## config.mk

```make
export PLATFORM = sky130hd
export DESIGN_NAME = drbt_sched
export DESIGN_NICKNAME = d
export VERILOG_FILES = /design/src/rtl/core/assert_macros.svh /design/src/rtl/core/drbt_pkg.sv /design/src/rtl/core/drbt_sched.sv
export SDC_FILE = /design/constraint.sdc
export NUM_CORES = 1
export LEC_CHECK = 0
export BUFFER_PORTS_ARGS = -buffer_cell sky130_fd_sc_hd__buf_2
export CORE_ASPECT_RATIO = 1.1
export CORE_MARGIN = 10
export CORE_UTILIZATION = 60
export DETAILED_ROUTE_END_ITERATION = 16
export GPL_TIMING_DRIVEN = 0
export HOLD_SLACK_MARGIN = 0.05
export PLACE_DENSITY_LB_ADDON = 0.1
export SETUP_SLACK_MARGIN = 0.15
export SYNTH_ARGS = -nofsm -noshare
export SYNTH_HDL_FRONTEND = slang
export SYNTH_SLANG_ARGS = --single-unit
```

## constraint.sdc

```tcl
create_clock -name clock -period 9.75 [get_ports clock]
set_clock_uncertainty 0.2 [all_clocks]
set_input_delay 1.95 -clock clock [delete_from_list [all_inputs] [get_ports clock]]
set_output_delay 1.95 -clock clock [all_outputs]
set_load 0.1 [all_outputs]
```

## src/rtl/core/assert_macros.svh

```systemverilog
// Assertion macros shared by the row buffer timing RTL.
// No dependencies; included by the files that carry assertions.
`ifndef ASSERT_MACROS_SVH
`define ASSERT_MACROS_SVH
`ifndef SYNTHESIS
// Check cons in the same cycle whenever ante holds.
`define ASSERT_IMPLY(label, clk, rst, ante, cons) \
   label: assert property (@(posedge clk) disable iff (rst) (ante) |-> (cons)) \
      else $error("implication check failed");
// Check cons in the cycle after ante holds.
`define ASSERT_NEXT(label, clk, rst, ante, cons) \
   label: assert property (@(posedge clk) disable iff (rst) (ante) |=> (cons)) \
      else $error("next-cycle check failed");
`else
`define ASSERT_IMPLY(label, clk, rst, ante, cons)
`define ASSERT_NEXT(label, clk, rst, ante, cons)
`endif
`endif

```

## src/rtl/core/drbt_pkg.sv

```systemverilog
// Types and constants for the DRAM row buffer timing block.
// No dependencies; imported by drbt_sched, dram_row_buffer_timing and the testbench.
`default_nettype none

package drbt_pkg;

   // Field widths
   localparam int DELAY_W = 10;
   localparam int ROW_W   = 10;
   localparam int COL_W   = 10;
   localparam int ADDR_W  = 20;
   localparam int DATA_W  = 32;
   localparam int REG_W   = 5;
   localparam int CORE_W  = 3;
   localparam int CSR_IDX_W = 1;

   // Fixed geometry
   localparam int ROW_BYTES = 1024;
   localparam int NUM_CORES = 8;
   localparam int REG_COUNT = 32;

   // Configuration register indexes and reset values
   localparam logic [CSR_IDX_W-1:0] CSR_ROW_DELAY = 1'd0;
   localparam logic [CSR_IDX_W-1:0] CSR_COL_DELAY = 1'd1;
   localparam logic [DELAY_W-1:0]   ROW_DELAY_RESET = 10'd10;
   localparam logic [DELAY_W-1:0]   COL_DELAY_RESET = 10'd2;

   // Work done in a cycle
   localparam logic [1:0] PH_FREE     = 2'd0;
   localparam logic [1:0] PH_WRITEBACK = 2'd1;
   localparam logic [1:0] PH_ACTIVATE = 2'd2;
   localparam logic [1:0] PH_COLUMN   = 2'd3;

   // Result of one step, load data excluded
   typedef struct packed {
      logic               accepted;
      logic [1:0]         phase;
      logic [ROW_W-1:0]   open_row;
      logic [COL_W-1:0]   column;
      logic               done_res;
      logic               done_is_load;
      logic [REG_W-1:0]   done_reg;
      logic [CORE_W-1:0]  done_core;
      logic               same_core_row_miss;
   } rsp_type;

   // Word store access requested by one step
   typedef struct packed {
      logic              rd;
      logic              wr;
      logic [DATA_W-1:0] wdata;
   } mem_op_type;

endpackage

`default_nettype wire

```

## src/rtl/core/drbt_sched.sv

```systemverilog
// Row buffer timing state and per-clock step logic of the DRAM model.
// Depends on drbt_pkg; drives the word store access of the top level.
`default_nettype none

module drbt_sched #(
   parameter int MEM_WORDS = 262144,
   localparam int IDX_W = $clog2(MEM_WORDS)
) (
   input  wire logic                              clock,
   input  wire logic                              reset,
   input  wire logic                              csr_write_enable,
   input  wire logic [drbt_pkg::CSR_IDX_W-1:0]    csr_index,
   input  wire logic [drbt_pkg::DELAY_W-1:0]      csr_write_data,
   input  wire logic                              take,
   input  wire logic                              req_opcode,
   input  wire logic                              req_is_load,
   input  wire logic [drbt_pkg::ADDR_W-1:0]       req_address,
   input  wire logic [drbt_pkg::DATA_W-1:0]       req_store_value,
   input  wire logic [drbt_pkg::REG_W-1:0]        req_dest_reg,
   input  wire logic [drbt_pkg::CORE_W-1:0]       req_core_id,
   output drbt_pkg::rsp_type                      step_rsp,
   output drbt_pkg::mem_op_type                   mem_op,
   output logic [IDX_W-1:0]                       mem_index
);
   import drbt_pkg::*;

   localparam int REM_W = 28;

   // Reduce the word index into the store by restoring subtraction
   function automatic logic [IDX_W-1:0] word_index(input logic [ADDR_W-1:0] addr);
      logic [REM_W-1:0] rem;
      rem = REM_W'(addr >> 2);
      for (int k = 7; k >= 0; k--) begin
         if (rem >= (REM_W'(MEM_WORDS) << k)) begin
            rem = rem - (REM_W'(MEM_WORDS) << k);
         end
      end
      return IDX_W'(rem);
   endfunction

   // Configuration
   logic [DELAY_W-1:0] row_delay_ff;
   logic [DELAY_W-1:0] col_delay_ff;

   // Control state
   logic               busy_ff, busy_in;
   logic               row_valid_ff, row_valid_in;
   logic [ROW_W-1:0]   row_ff, row_in;
   logic [DELAY_W-1:0] wb_left_ff, wb_left_in;
   logic [DELAY_W-1:0] act_left_ff, act_left_in;
   logic [DELAY_W-1:0] col_left_ff, col_left_in;
   logic               prev_valid_ff, prev_valid_in;

   // Active request payload
   logic               act_is_load_ff, act_is_load_in;
   logic [ROW_W-1:0]   act_row_ff, act_row_in;
   logic [COL_W-1:0]   act_col_ff, act_col_in;
   logic [IDX_W-1:0]   act_idx_ff, act_idx_in;
   logic [DATA_W-1:0]  act_value_ff, act_value_in;
   logic [REG_W-1:0]   act_reg_ff, act_reg_in;
   logic [CORE_W-1:0]  act_core_ff, act_core_in;

   // Decode the presented request
   logic               take_req;
   logic [ROW_W-1:0]   row_new;
   logic [COL_W-1:0]   col_new;
   logic [CORE_W-1:0]  core_new;
   logic [REG_W-1:0]   reg_new;
   logic               same_core;
   logic               row_conflict;
   logic [DELAY_W-1:0] wb_start;
   logic [DELAY_W-1:0] act_start;
   logic [DELAY_W-1:0] col_start;

   assign take_req     = take && req_opcode && !busy_ff;
   assign row_new      = ROW_W'(req_address / ROW_BYTES);
   assign col_new      = COL_W'(req_address % ROW_BYTES);
   assign core_new     = CORE_W'(req_core_id % NUM_CORES);
   assign reg_new      = REG_W'(req_dest_reg % REG_COUNT);
   assign same_core    = prev_valid_ff && (act_core_ff == core_new);
   assign row_conflict = row_valid_ff && (row_new != row_ff);
   assign wb_start     = row_conflict ? row_delay_ff : '0;
   assign act_start    = (row_conflict || !row_valid_ff) ? row_delay_ff : '0;
   assign col_start    = (col_delay_ff == '0) ? DELAY_W'(1) : col_delay_ff;

   // Advance the model by one DRAM clock per transfer
   always_comb begin
      busy_in        = busy_ff;
      row_valid_in   = row_valid_ff;
      row_in         = row_ff;
      wb_left_in     = wb_left_ff;
      act_left_in    = act_left_ff;
      col_left_in    = col_left_ff;
      prev_valid_in  = prev_valid_ff;
      act_is_load_in = act_is_load_ff;
      act_row_in     = act_row_ff;
      act_col_in     = act_col_ff;
      act_idx_in     = act_idx_ff;
      act_value_in   = act_value_ff;
      act_reg_in     = act_reg_ff;
      act_core_in    = act_core_ff;
      step_rsp       = '0;
      step_rsp.phase = PH_FREE;
      mem_op         = '0;

      if (take) begin
         // Take a new request while idle
         if (take_req) begin
            act_is_load_in = req_is_load;
            act_row_in     = row_new;
            act_col_in     = col_new;
            act_idx_in     = word_index(req_address);
            act_value_in   = req_store_value;
            act_reg_in     = reg_new;
            act_core_in    = core_new;
            prev_valid_in  = 1'b1;
            wb_left_in     = wb_start;
            act_left_in    = act_start;
            if (act_start == '0) begin
               row_in       = row_new;
               row_valid_in = 1'b1;
            end
            col_left_in    = col_start;
            busy_in        = 1'b1;
            step_rsp.accepted           = 1'b1;
            step_rsp.same_core_row_miss = row_conflict && same_core;
         end

         // Spend this cycle on write-back, activate or column work
         if (busy_in) begin
            step_rsp.column = act_col_in;
            if (wb_left_in != '0) begin
               wb_left_in     = wb_left_in - 1'b1;
               step_rsp.phase = PH_WRITEBACK;
            end else if (act_left_in != '0) begin
               row_in         = act_row_in;
               row_valid_in   = 1'b1;
               act_left_in    = act_left_in - 1'b1;
               step_rsp.phase = PH_ACTIVATE;
            end else if (col_left_in != '0) begin
               col_left_in    = col_left_in - 1'b1;
               step_rsp.phase = PH_COLUMN;
            end

            // Complete on the last column cycle
            if (col_left_in == '0) begin
               step_rsp.done_res  = 1'b1;
               step_rsp.done_core = act_core_in;
               if (act_is_load_in) begin
                  step_rsp.done_is_load = 1'b1;
                  step_rsp.done_reg     = act_reg_in;
                  mem_op.rd             = 1'b1;
               end else begin
                  mem_op.wr    = 1'b1;
                  mem_op.wdata = act_value_in;
               end
               busy_in = 1'b0;
            end
         end
      end

      step_rsp.open_row = row_in;
   end

   assign mem_index = act_idx_in;

   // Hold configuration and control state
   always_ff @(posedge clock) begin
      if (reset) begin
         row_delay_ff  <= ROW_DELAY_RESET;
         col_delay_ff  <= COL_DELAY_RESET;
         busy_ff       <= 1'b0;
         row_valid_ff  <= 1'b0;
         row_ff        <= '0;
         wb_left_ff    <= '0;
         act_left_ff   <= '0;
         col_left_ff   <= '0;
         prev_valid_ff <= 1'b0;
      end else begin
         if (csr_write_enable) begin
            case (csr_index)
               CSR_ROW_DELAY: row_delay_ff <= csr_write_data;
               CSR_COL_DELAY: col_delay_ff <= csr_write_data;
               default: ;
            endcase
         end
         if (take) begin
            busy_ff       <= busy_in;
            row_valid_ff  <= row_valid_in;
            row_ff        <= row_in;
            wb_left_ff    <= wb_left_in;
            act_left_ff   <= act_left_in;
            col_left_ff   <= col_left_in;
            prev_valid_ff <= prev_valid_in;
         end
      end
   end

   // Hold the active request payload
   always_ff @(posedge clock) begin
      if (take_req) begin
         act_is_load_ff <= act_is_load_in;
         act_row_ff     <= act_row_in;
         act_col_ff     <= act_col_in;
         act_idx_ff     <= act_idx_in;
         act_value_ff   <= act_value_in;
         act_reg_ff     <= act_reg_in;
         act_core_ff    <= act_core_in;
      end
   end

endmodule

`default_nettype wire

```

# Yosys cells after proc, flatten, opt, wreduce, memory -nomap -nowiden

Index checks and enable logic that the tools add are counted.

Register bits after elaboration: 142
Input bits: 77
Output and inout port bits: 86
Word-level logic and storage cells: 137

$lt $le $gt $ge: 8
Bitwise logic cells: 1
$add $sub $neg: 11
Eq/ne operators: 2
Reduce and logical (&&, ||, !) cells: 17
Muxes and demuxes: 82

Operator list:

| operator               | count |
|---|---|
| $mux 28                | 21 |
| $mux 10                | 29 |
| $mux 34                | 3 |
| $mux 18                | 3 |
| $mux 33                | 1 |
| $mux 32                | 1 |
| $logic_not 10->1       | 3 |
| $reduce_bool 10->1     | 3 |
| $sub 10x1->10 const B  | 3 |
| $ge 28x19->1 const B   | 1 |
| $ge 28x20->1 const B   | 1 |
| $ge 28x21->1 const B   | 1 |
| $ge 28x22->1 const B   | 1 |
| $ge 28x23->1 const B   | 1 |
| $ge 28x24->1 const B   | 1 |
| $ge 28x25->1 const B   | 1 |
| $sub 28x20->28 const B | 1 |
| $sub 28x21->28 const B | 1 |
| $sub 28x22->28 const B | 1 |
| $sub 28x23->28 const B | 1 |
| $sub 28x24->28 const B | 1 |
| $sub 28x25->28 const B | 1 |
| $sub 18x26->27 const B | 1 |
| $ge 18x26->1 const B   | 1 |
| 15 further kinds       | 39 |

# Depth between registers and ports, before layout

Gate-level depths: netlist of run 1.

Word-level depth: 32
Gate-level depth with buffers: 18
Mapped depth without buffers: 12

# Worst setup path after synthesis of run 1

Ideal clock, no wire load.

Path type: input to output
From: in take
To: out step_rsp[15] (netlist bit)
Required time: 7600 ps
Setup slack: -324 ps
Path buffers: 5
Data arrival time: 7924 ps
Stages on the path: 9
Cells stage by stage: nand3b_2 inv_1 buf_2 buf_1 clkbuf_1 clkbuf_1 buf_1 nand2_1 a21oi_1

RTL lines:

| item        | line             | text |
|---|---|---|
| from (decl) | drbt_sched.sv:14 | `input wire logic take,` |
| to (decl)   | drbt_sched.sv:21 | `output drbt_pkg::rsp_type step_rsp,` |

==> results of run 1 <==
power breakdown:
group	internal (µW)	switching, µW	total [µW]
clock network	380	253	633
registers	701	43.1	744
logic	266	701	967
routing by layer:
| metal | up-vias | wire length [µm] | track usage (%) |
|---|---|---|---|
| li1 | 3649 | - | - |
| met1 | 3569 | 9520 | 31.9 |
| met2 | 417 | 12000 | 44.2 |
| met3 | 75 | 2360 | 6.08 |
| met4 | 0 | 906 | 12.2 |
| met5 | - | 0 | 0 |
worst max-delay path, cell delays in order:
cell	delay, ns
buf_2	0.12
nand3b_2	0.19
inv_1	0.28
buf_2	0.33
buf_1	0.53
clkbuf_1	0.53
clkbuf_2	0.39
mux2i_1	0.30
ha_1	0.25
inv_1	0.10
a211o_2	0.33
a21oi_4	0.27
nor3_2	0.12
mux2i_1	0.27
nand4_4	0.27
buf_6	0.24
nor3_2	0.14
buf_4	0.13
buf_2	0.41
layout by cell type, fill, tap and decap left out, types with 8 or more instances in the layout:
cell / instances
nor2b_1: 11
a2bb2oi_1: 11
o22ai_1: 12
dfxtp_1: 63
xnor2_1: 20
nand2_1: 335
nor2_1: 48
a21oi_1: 40
a211oi_1: 10
nand3_1: 12
o21ai_0: 12
a22oi_1: 12
nor3_1: 57
clkbuf_1: 34
buf_1: 14
buf_2: 167
clkbuf_16: 17
nor3b_1: 8
xor2_1: 9
mux2i_1: 24
edfxtp_1: 79
sequential cells by signal, indices dropped and copies added, names as in the netlist:
signal	flops
col_delay_ff	10
act_col_ff	10
wb_left_ff	10
row_ff	10
act_idx_ff	18
row_valid_ff	1
act_is_load_ff	1
act_row_ff	10
act_value_ff	32
busy_ff	1
prev_valid_ff	1
col_left_ff	10
act_left_ff	10
act_reg_ff	5
row_delay_ff	10
act_core_ff	3
synth_stat cells (6+ instances only):
cell type  instances
or4_1              6
mux2i_1           24
nand2_1          335
nand4_1            6
clkbuf_1          32
dfxtp_1           63
xnor2_1           20
nand3b_1           6
nand3_1           12
nor2_1            48
buf_1             16
o22ai_1           12
o21ai_0           12
nor3_1            58
a22oi_1           12
nor3b_1            8
xor2_1             9
a211oi_1          10
inv_1              6
edfxtp_1          79
a21oi_1           40
a2bb2oi_1         11
nor2b_1           11
per-stage QoR:
stage               cells  worst slack, ns
global placement     1254            0.394
finish               1287            0.426
floorplan             935            0.449
CTS                  1286            0.345
global route         1286            0.205
detailed placement   1254            0.395
cell type report:
| class | count | share of cell area [%] |
|---|---|---|
| Buffer | 59 | 2.93 |
| Antenna cell | 1 | 0.0265 |
| Multi-Input combinational cell | 728 | 41.7 |
| Sequential cell | 142 | 38.5 |
| Clock buffer | 20 | 4.73 |
| Clock inverter | 12 | 1.27 |
| Inverter | 6 | 0.238 |
| Timing Repair Buffer | 162 | 8.58 |
| Tap cell | 157 | 2.08 |
worst max path at each step:
stage,end,slack [ns],cells past startpoint
CTS,mem_op[17],0.34,19
finish,step_rsp[9],0.43,19
detailed placement,mem_op[17],0.39,19
global placement,mem_op[17],0.39,19
floorplan,step_rsp[1],0.45,16
global route,mem_op[28],0.21,19
cells by family (layout without fill, tap and decap cells):
family | after synthesis | after routing | synth area share [%]
mux | 29 | 29 | 3.77
other cells | 0 | 1 | 0
compound gates | 135 | 135 | 12.0
simple gates | 531 | 531 | 30.4
buf+inv | 65 | 259 | 3.74
xor+xnor | 29 | 29 | 3.23
fa+ha+maj | 4 | 4 | 0.637
flops | 142 | 142 | 46.2
==> results.sh, run 1 <==
export IMPL_fmax_mhz=107
export IMPL_ys_seq_elements=142
export IMPL_multiInputGateArea_um2=3940
export IMPL_wire_per_inst_um=19.3
export IMPL_run_status="complete, no violations"
export IMPL_total_power_uw=2340
export IMPL_holdWs_ns=0.277
export IMPL_cts_resized=0
export IMPL_seq_area_frac_synth_pct=46.2
export IMPL_fillCellCount=1006
export IMPL_yosys_cell_types_count=69
export IMPL_max_cap_violations=0
export IMPL_grt_pass1_vias=7334
export IMPL_cp_required_ns=7.60
export IMPL_syn_nets=1016
export IMPL_slew_headroom_pct=40.4
export IMPL_first_pass_iters=6
export IMPL_reg2reg_slack_ns=4.55
export IMPL_reg2reg_to="busy_ff$_SDFFE_PP0P_"
export IMPL_area_delta_synth_final_pct=20.2
export IMPL_syn_area_per_cell_um2=8.41
export IMPL_ir_drop_v=0.000186
export IMPL_initialDrtViolationCount=738
export IMPL_cp_end_kind="primary output"
export IMPL_stdcell_area_um2=9450
export IMPL_boundaryPins=163
export IMPL_synthCells=935
export IMPL_post_dp_hpwl_mm=18.3
export IMPL_antenna_found_initial=0
export IMPL_clkTransAtPathRegs_ns=0.06
export IMPL_hold_path_class="flip-flop to flip-flop"
export IMPL_critical_path_max_fanout=10
export IMPL_worst_skew_pair_late_latency_ns=0.42
export IMPL_synth_top_cell_by_area="edfxtp_1"
export IMPL_place_congestion=0.984
export IMPL_drc_errors=0
export IMPL_routed_via_density=5.99
export IMPL_grt_max_degree=72
export IMPL_arrival_ns=7.17
export IMPL_finalMaxSlewViolations=0
export IMPL_hold_viol_final=0
export IMPL_worstHoldPathCells=2
export IMPL_min_period_over_period_pct=95.6
export IMPL_cts_hold_buf=0
export IMPL_cellPowerDensity_nw_per_um2=248
export IMPL_cts_setup_buffers=0
export IMPL_crit_start="req_opcode"
export IMPL_min_to="col_delay_ff[0]$_SDFFE_PP0P_"
export IMPL_die_w_um=129
export IMPL_num_vias=7710
export IMPL_grt_usage_pct=26.6
export IMPL_synthTopCellsByArea="edfxtp_1 30%, dfxtp_1 16%, nand2_1 16%"
export IMPL_numPortBuffers=162
export IMPL_async_reset_ff_share_pct=0
export IMPL_cts_made_buffers=17
export IMPL_nets=1197
export IMPL_routed_wl_mm=24.8
export IMPL_syn_area_um2=7860
export IMPL_critPathLaunchType="input port"
export IMPL_design_core_area_um2=12800
export IMPL_h_tree_depth=4
export IMPL_finalCoreUtilization_pct=74.1
export IMPL_cts_buffer_depth=2
export IMPL_cts_sinks=142
export IMPL_cts_tree="yes"
export IMPL_rsz0062_at_grt="no"
export IMPL_worst_slew_pin_slew_ns=0.895
export IMPL_grt_pass1_wl_mm=38.4
export IMPL_netlist_area_leader_share_pct=30.2
export IMPL_crit_type="input port to primary output"
export IMPL_finalSetupViolCount=0
export IMPL_r2r_worst_path_cells=15
export IMPL_start_util_pct=61.7
export IMPL_drtAntennaViolNets=0
export IMPL_p_leak_uw=0.00406
export IMPL_fin_tns_setup_ns=0
export IMPL_regArea_um2=3630
export IMPL_min_from="col_delay_ff[0]$_SDFFE_PP0P_"
export IMPL_die_h_um=140
export IMPL_placed_area_um2=8880
export IMPL_grt_ovfl_total=0
export IMPL_r2r_start="busy_ff$_SDFFE_PP0P_"
export IMPL_cts_root_buf="clkbuf_16"
export IMPL_synth_edf_count=79
export IMPL_period_needed_ns=9.32
export IMPL_yosys_warnings=0
export IMPL_drive_gt1_share_pct=21.1
export IMPL_synth_ff_type="edfxtp_1"
export IMPL_dieArea_um2=18100
export IMPL_core_rowCount=43
Power figures use the tool's default switching activity.
==> inputs of run 2 (changes only) <==
--- a/config.mk
+++ b/config.mk
@@ -8,7 +8,7 @@
 export BUFFER_PORTS_ARGS = -buffer_cell sky130_fd_sc_hd__buf_2
 export CORE_ASPECT_RATIO = 1.1
 export CORE_MARGIN = 10
-export CORE_UTILIZATION = 60
+export CORE_UTILIZATION = 45
 export DETAILED_ROUTE_END_ITERATION = 16
 export GPL_TIMING_DRIVEN = 0
 export HOLD_SLACK_MARGIN = 0.05
==> run 2 against run 1 <==
  * Sequential share of layout area down 0.40 points
  * Non-clock buffer count down 1
  * Core utilization down 18 points
  * Worst hold slack worse by 0.0012 ns
  * First-iteration DRC count down 27%
  * Maximum frequency up 2.8%
  * Sequential power about the same
  * Wire length down 0.64%
  * Clock power up 1%
==> results.sh, run 2 (synthesis gave the netlist of run 1 again) <==
export IMPL_multiInputGateArea_um2=3940
export IMPL_num_vias=7387
export IMPL_first_pass_iters=5
export IMPL_die_h_um=159
export IMPL_hold_path_class="flip-flop to flip-flop"
export IMPL_cellPowerDensity_nw_per_um2=244
export IMPL_wire_per_inst_um=18.1
export IMPL_initialDrtViolationCount=542
export IMPL_fin_tns_setup_ns=0
export IMPL_fillCellCount=1641
export IMPL_cp_slowest_cell="clkbuf_1"
export IMPL_grt_max_degree=72
export IMPL_drtAntennaViolNets=0
export IMPL_path_buf_inv=6
export IMPL_finalSetupViolCount=0
export IMPL_critical_path_max_fanout=10
export IMPL_p_leak_uw=0.00406
export IMPL_cp_required_ns=7.60
export IMPL_start_util_pct=46.0
export IMPL_r2r_start="busy_ff$_SDFFE_PP0P_"
export IMPL_r2r_worst_path_cells=13
export IMPL_pwr_share_seq_pct=31.8
export IMPL_reg2reg_slack_ns=4.85
export IMPL_cts_sinks=142
export IMPL_cts_made_buffers=17
export IMPL_numPortBuffers=162
export IMPL_critPathMaxStageDelay_ns=0.63
export IMPL_antenna_found_initial=1
export IMPL_grt_usage_pct=20.8
export IMPL_largest_register_ffs=32
export IMPL_hold_viol_final=0
export IMPL_post_dp_hpwl_mm=18.0
export IMPL_final_common_cell="nand2_1"
export IMPL_instances_no_fill=1363
export IMPL_cts_root_buf="clkbuf_16"
export IMPL_crit_type="input port to primary output"
export IMPL_nets=1196
export IMPL_h_tree_depth=4
export IMPL_critPathLaunchType="input port"
export IMPL_cts_tree="yes"
export IMPL_crit_chain="buf_2, nand3b_2, clkbuf_8, clkbuf_1, buf_1, clkbuf_1, a22oi_1, ha_1, and2_2, o21ai_2, nor3_1, mux2i_1, nand4_4, nor3b_1, buf_2"
export IMPL_reg2reg_to="row_ff[9]$_SDFFE_PP0P_"
export IMPL_min_to="col_delay_ff[0]$_SDFFE_PP0P_"
export IMPL_cts_hold_buf=0
export IMPL_p_sw_uw=1010
export IMPL_grt_ovfl_total=0
export IMPL_min_period_over_period_pct=93.0
export IMPL_routed_wl_mm=24.7
export IMPL_die_w_um=146
export IMPL_drive_gt1_share_pct=21.4
export IMPL_pwr_share_clk_pct=27.5
export IMPL_finalMaxSlewViolations=0
export IMPL_dp_cells=1331
export IMPL_worst_skew_pair_late_latency_ns=0.43
export IMPL_area_delta_synth_final_pct=21.4
export IMPL_min_from="col_delay_ff[0]$_SDFFE_PP0P_"
export IMPL_rsz0062_at_grt="no"
export IMPL_ir_drop_v=0.000180
export IMPL_cts_setup_buffers=0
export IMPL_grt_pass1_wl_mm=38.3
export IMPL_drc_errors=0
export IMPL_p_sw_share_pct=43.2
export IMPL_combPwrFrac_pct=40.7
export IMPL_regMostFlops="act_value_ff"
export IMPL_intPower_uw=1320
export IMPL_cts_resized=0
export IMPL_dieArea_um2=23200
export IMPL_fmax_mhz=110
export IMPL_boundaryPins=163
export IMPL_regArea_um2=3630
export IMPL_cts_buffer_depth=2
export IMPL_final_cell_mix="335 x nand2_1, 167 x buf_2, 79 x edfxtp_1"
export IMPL_place_congestion=0.918
export IMPL_cp_top_family="buffers and inverters"
export IMPL_design_core_area_um2=17100
export IMPL_reg_largest_list="act_value_ff x32, act_idx_ff x18"
export IMPL_grt_pass1_vias=7035
export IMPL_worst_slew_pin_slew_ns=0.900
export IMPL_cp_end_kind="primary output"
export IMPL_period_needed_ns=9.07
export IMPL_max_cap_violations=0
export IMPL_worstHoldPathCells=2
export IMPL_routed_via_density=5.42
export IMPL_slew_headroom_pct=40.0
export IMPL_run_status="complete, no violations"
export IMPL_core_rowCount=50
export IMPL_arrival_ns=6.92
export IMPL_clkTransAtPathRegs_ns=0.06
-- run 2: cell types whose count changed in the layout (fill, tap and decap cells not counted), sizes merged --
| cell | change |
|---|---|
| inv | +8 |
| bufinv | -1 |
| clkbuf | -4 |
| clkinv | -4 |
-- run 2: per-layer routing --
| layer | GRT usage [%] | part of all wire, % | routed length, µm | vias up |
|---|---|---|---|---|
| li1 | - | - | - | 3647 |
| met1 | 26.5 | 43 | 10700 | 3410 |
| met2 | 33.5 | 47 | 11500 | 285 |
| met3 | 4.37 | 7.6 | 1870 | 45 |
| met4 | 9.01 | 2.6 | 650 | 0 |
| met5 | 0 | 0 | 0 | - |
-- run 2: worst max path at each step --
stage / from / end / slack, ns / cells after the start
after detailed placement: take / step_rsp[9] / 0.28 / 20
final: take / step_rsp[3] / 0.68 / 15
after floorplan: take / step_rsp[1] / 0.45 / 16
after global routing: req_opcode / mem_op[27] / 0.48 / 18
after global placement: take / mem_op[18] / 0.24 / 19
after CTS: take / step_rsp[9] / 0.25 / 20
-- run 2: power by group through the flow --
stage          Clock, µW  Combinational (µW)  Sequential (µW)
3_3_place_gp           0                 938              753
3_5_place_dp           0                 940              753
5_1_grt              680                1010              748
4_1_cts              653                 946              740
2_1_floorplan          0                 758              742
6_report             641                 949              741
-- run 2: area by class of cell --
| class | count | share of cell area (%) |
|---|---|---|
| clock inverters | 15 | 1.55 |
| multi-input cells | 728 | 41.3 |
| diodes | 1 | 0.0262 |
| inverters | 6 | 0.236 |
| flip-flops and latches | 142 | 38.1 |
| plain buffers | 58 | 2.86 |
| well taps | 234 | 3.07 |
| clock buffers | 17 | 4.46 |
| repair buffers | 162 | 8.49 |
-- run 2: worst register-to-register path, cell delays in order (launching register included) --
cell	delay, ns
dfxtp_1	0.37
nand3b_2	0.28
clkbuf_8	0.25
clkbuf_1	0.50
buf_1	0.59
clkbuf_1	0.63
a22oi_1	0.24
ha_1	0.35
o211ai_4	0.24
nand2_1	0.22
a21oi_1	0.22
buf_2	0.28
a2bb2oi_1	0.30
nor2b_1	0.17
-- run 2: per-stage QoR --
stage / utilization [%] / setup WS (ns) / area, µm² / total power, µW / hold slack [ns]
6_report: 55.9 / 0.683 / 9550 / 2330 / 0.275
5_1_grt: 55.9 / 0.475 / 9550 / 2440 / 0.304
4_1_cts: 55.9 / 0.249 / 9550 / 2340 / 0.278
3_5_place_dp: 52.5 / 0.277 / 8970 / 1690 / 0.269
3_3_place_gp: 52.6 / 0.239 / 8980 / 1690 / 0.268
2_1_floorplan: - / 0.449 / 7880 / 1500 / 0.240
==> inputs of run 3 (changes only) <==
--- a/config.mk
+++ b/config.mk
@@ -13,6 +13,7 @@
 export GPL_TIMING_DRIVEN = 0
 export HOLD_SLACK_MARGIN = 0.05
 export PLACE_DENSITY_LB_ADDON = 0.1
+export RECOVER_POWER = 25
 export SETUP_SLACK_MARGIN = 0.15
 export SYNTH_ARGS = -nofsm -noshare
 export SYNTH_HDL_FRONTEND = slang
==> run 3 against run 2 <==
  * Setup slack lost 0.062 ns
  * Via count is essentially flat
  * Final area is essentially flat
  * Count of clock-buffer cells in the layout is the same
  * Core utilization is essentially flat
  * Sequential cell count is the same
  * Sequential share of layout area is essentially flat
  * Critical path depth grew 2
  * Register-to-register slack lost 0.11 ns
  * Non-clock buffer count is the same
  * Total power is essentially flat
  * Critical path type unchanged
  * Critical endpoint unchanged
  * Die area is the same
  * Highest routed layer unchanged
==> results.sh, run 3 (synthesis gave the netlist of run 1 again) <==
export IMPL_cts_resized=0
export IMPL_grt_pass1_wl_mm=38.3
export IMPL_fin_tns_setup_ns=0
export IMPL_p_leak_uw=0.00405
export IMPL_wire_per_inst_um=18.1
export IMPL_cts_sinks=142
export IMPL_grt_ovfl_total=0
export IMPL_final_cell_mix="335 x nand2_1, 165 x buf_2, 79 x edfxtp_1"
export IMPL_grt_max_degree=72
export IMPL_stdcell_area_um2=9550
export IMPL_area_delta_synth_final_pct=21.4
export IMPL_grt_usage_pct=20.8
export IMPL_numPortBuffers=162
export IMPL_crit_type="input port to primary output"
export IMPL_worst_skew_pair_late_latency_ns=0.43
export IMPL_placed_area_um2=8970
export IMPL_nets=1196
export IMPL_grt_pass1_vias=7035
export IMPL_rsz0062_at_grt="no"
export IMPL_gr_usage_met2_pct=33.5
export IMPL_routed_wl_mm=24.6
export IMPL_use_met1_pct=26.5
export IMPL_use_met3_pct=4.37
export IMPL_fmax_mhz=110
export IMPL_cts_hold_buf=0
export IMPL_cts_setup_buffers=0
export IMPL_busiest_layer="met2"
export IMPL_antenna_found_initial=1
export IMPL_finalSetupViolCount=0
export IMPL_initialDrtViolationCount=536
export IMPL_slew_headroom_pct=40.3
export IMPL_cts_tree="yes"
export IMPL_arrival_ns=6.98
export IMPL_cp_end_kind="primary output"
export IMPL_cts_root_buf="clkbuf_16"
export IMPL_cellPowerDensity_nw_per_um2=244
export IMPL_critPathMaxStageDelay_ns=0.54
export IMPL_first_pass_iters=7
export IMPL_num_vias=7383
export IMPL_final_common_cell="nand2_1"
export IMPL_crit_chain="buf_2, nand3b_2, inv_1, clkbuf_1, clkbuf_1, clkbuf_2, mux2i_1, ha_1, inv_1, a211o_2, a21oi_4, a211oi_1, a31oi_1, a31o_2, nand4_4, nor3b_1, buf_2"
export IMPL_die_w_um=146
export IMPL_hold_path_class="flip-flop to flip-flop"
export IMPL_drtAntennaViolNets=0
export IMPL_r2r_worst_path_cells=15
export IMPL_worstHoldPathCells=2
export IMPL_cp_required_ns=7.60
export IMPL_core_rowCount=50
export IMPL_max_cap_violations=0
export IMPL_finalMaxSlewViolations=0
export IMPL_regMostFlops="act_value_ff"
export IMPL_hold_viol_final=0
export IMPL_ir_drop_v=0.000181
export IMPL_cts_buffer_depth=2
export IMPL_drive_gt1_share_pct=21.2
export IMPL_min_period_over_period_pct=93.6
export IMPL_period_needed_ns=9.13
export IMPL_run_status="complete, no violations"
export IMPL_boundaryPins=163
export IMPL_clkTransAtPathRegs_ns=0.06
export IMPL_cts_made_buffers=17
export IMPL_drc_errors=0
export IMPL_reg_largest_list="act_value_ff x32, act_idx_ff x18"
export IMPL_routed_via_density=5.42
export IMPL_largest_register_ffs=32
export IMPL_cp_slowest_cell="clkbuf_2"
export IMPL_die_h_um=159
export IMPL_place_congestion=0.918
export IMPL_critical_path_max_fanout=19
export IMPL_h_tree_depth=4
export IMPL_dieArea_um2=23200
export IMPL_post_dp_hpwl_mm=18.0
export IMPL_start_util_pct=46.0
export IMPL_worst_slew_pin_slew_ns=0.895
export IMPL_critPathLaunchType="input port"
export IMPL_design_core_area_um2=17100
## run 3: final timing paths
kind / from / to / slack, ns
worst max-delay path: take / step_rsp[3] / 0.62
worst min-delay path: col_delay_ff[0]$_SDFFE_PP0P_ / col_delay_ff[0]$_SDFFE_PP0P_ / 0.28
worst max register to register: busy_ff$_SDFFE_PP0P_ / busy_ff$_SDFFE_PP0P_ / 4.74
worst min register to register: col_delay_ff[0]$_SDFFE_PP0P_ / col_delay_ff[0]$_SDFFE_PP0P_ / 0.28
## run 3: critical path, delay by kind of cell
| family | cells | cell delay [ns] |
|---|---|---|
| AO/OA/AOI/OAI | 5 | 1.02 |
| buffers and inverters | 7 | 2.57 |
| AND/OR/NAND/NOR | 3 | 0.88 |
| adder cells (fa/ha/maj) | 1 | 0.24 |
| multiplexers | 1 | 0.31 |
## run 3: where the power goes
group | internal [µW] | switching (µW) | leakage (µW) | total, µW
Sequential | 700 | 41.4 | 0.00126 | 742
Clock | 359 | 283 | 0.000274 | 642
Combinational | 265 | 684 | 0.00252 | 948
## run 3: metrics by stage
step / power [µW] / std cells / hold slack [ns] / util, % / setup WS (ns)
6_report: 2330 / 1363 / 0.275 / 55.9 / 0.621
5_1_grt: 2440 / 1363 / 0.304 / 55.9 / 0.263
4_1_cts: 2340 / 1363 / 0.278 / 55.9 / 0.249
3_5_place_dp: 1690 / 1331 / 0.269 / 52.5 / 0.277
3_3_place_gp: 1690 / 1331 / 0.268 / 52.6 / 0.239
2_1_floorplan: 1500 / 935 / 0.240 / - / 0.449
## run 3: routing by layer
| metal | part of all wire (%) | vias up |
|---|---|---|
| met4 | 2.8 | 0 |
| met2 | 47 | 270 |
| met1 | 44 | 3406 |
| met5 | 0 | - |
| met3 | 6.8 | 56 |
| li1 | - | 3651 |
## run 3: layout make-up
cell class                      count  area [µm²]
Clock inverter                     15         148
Sequential cell                   142        3630
Buffer                             58         272
Multi-Input combinational cell    728        3940
Timing Repair Buffer              162         810
Tap cell                          234         293
Fill cell                        1643        7530
Inverter                            6        22.5
Antenna cell                        1        2.50
Clock buffer                       17         425
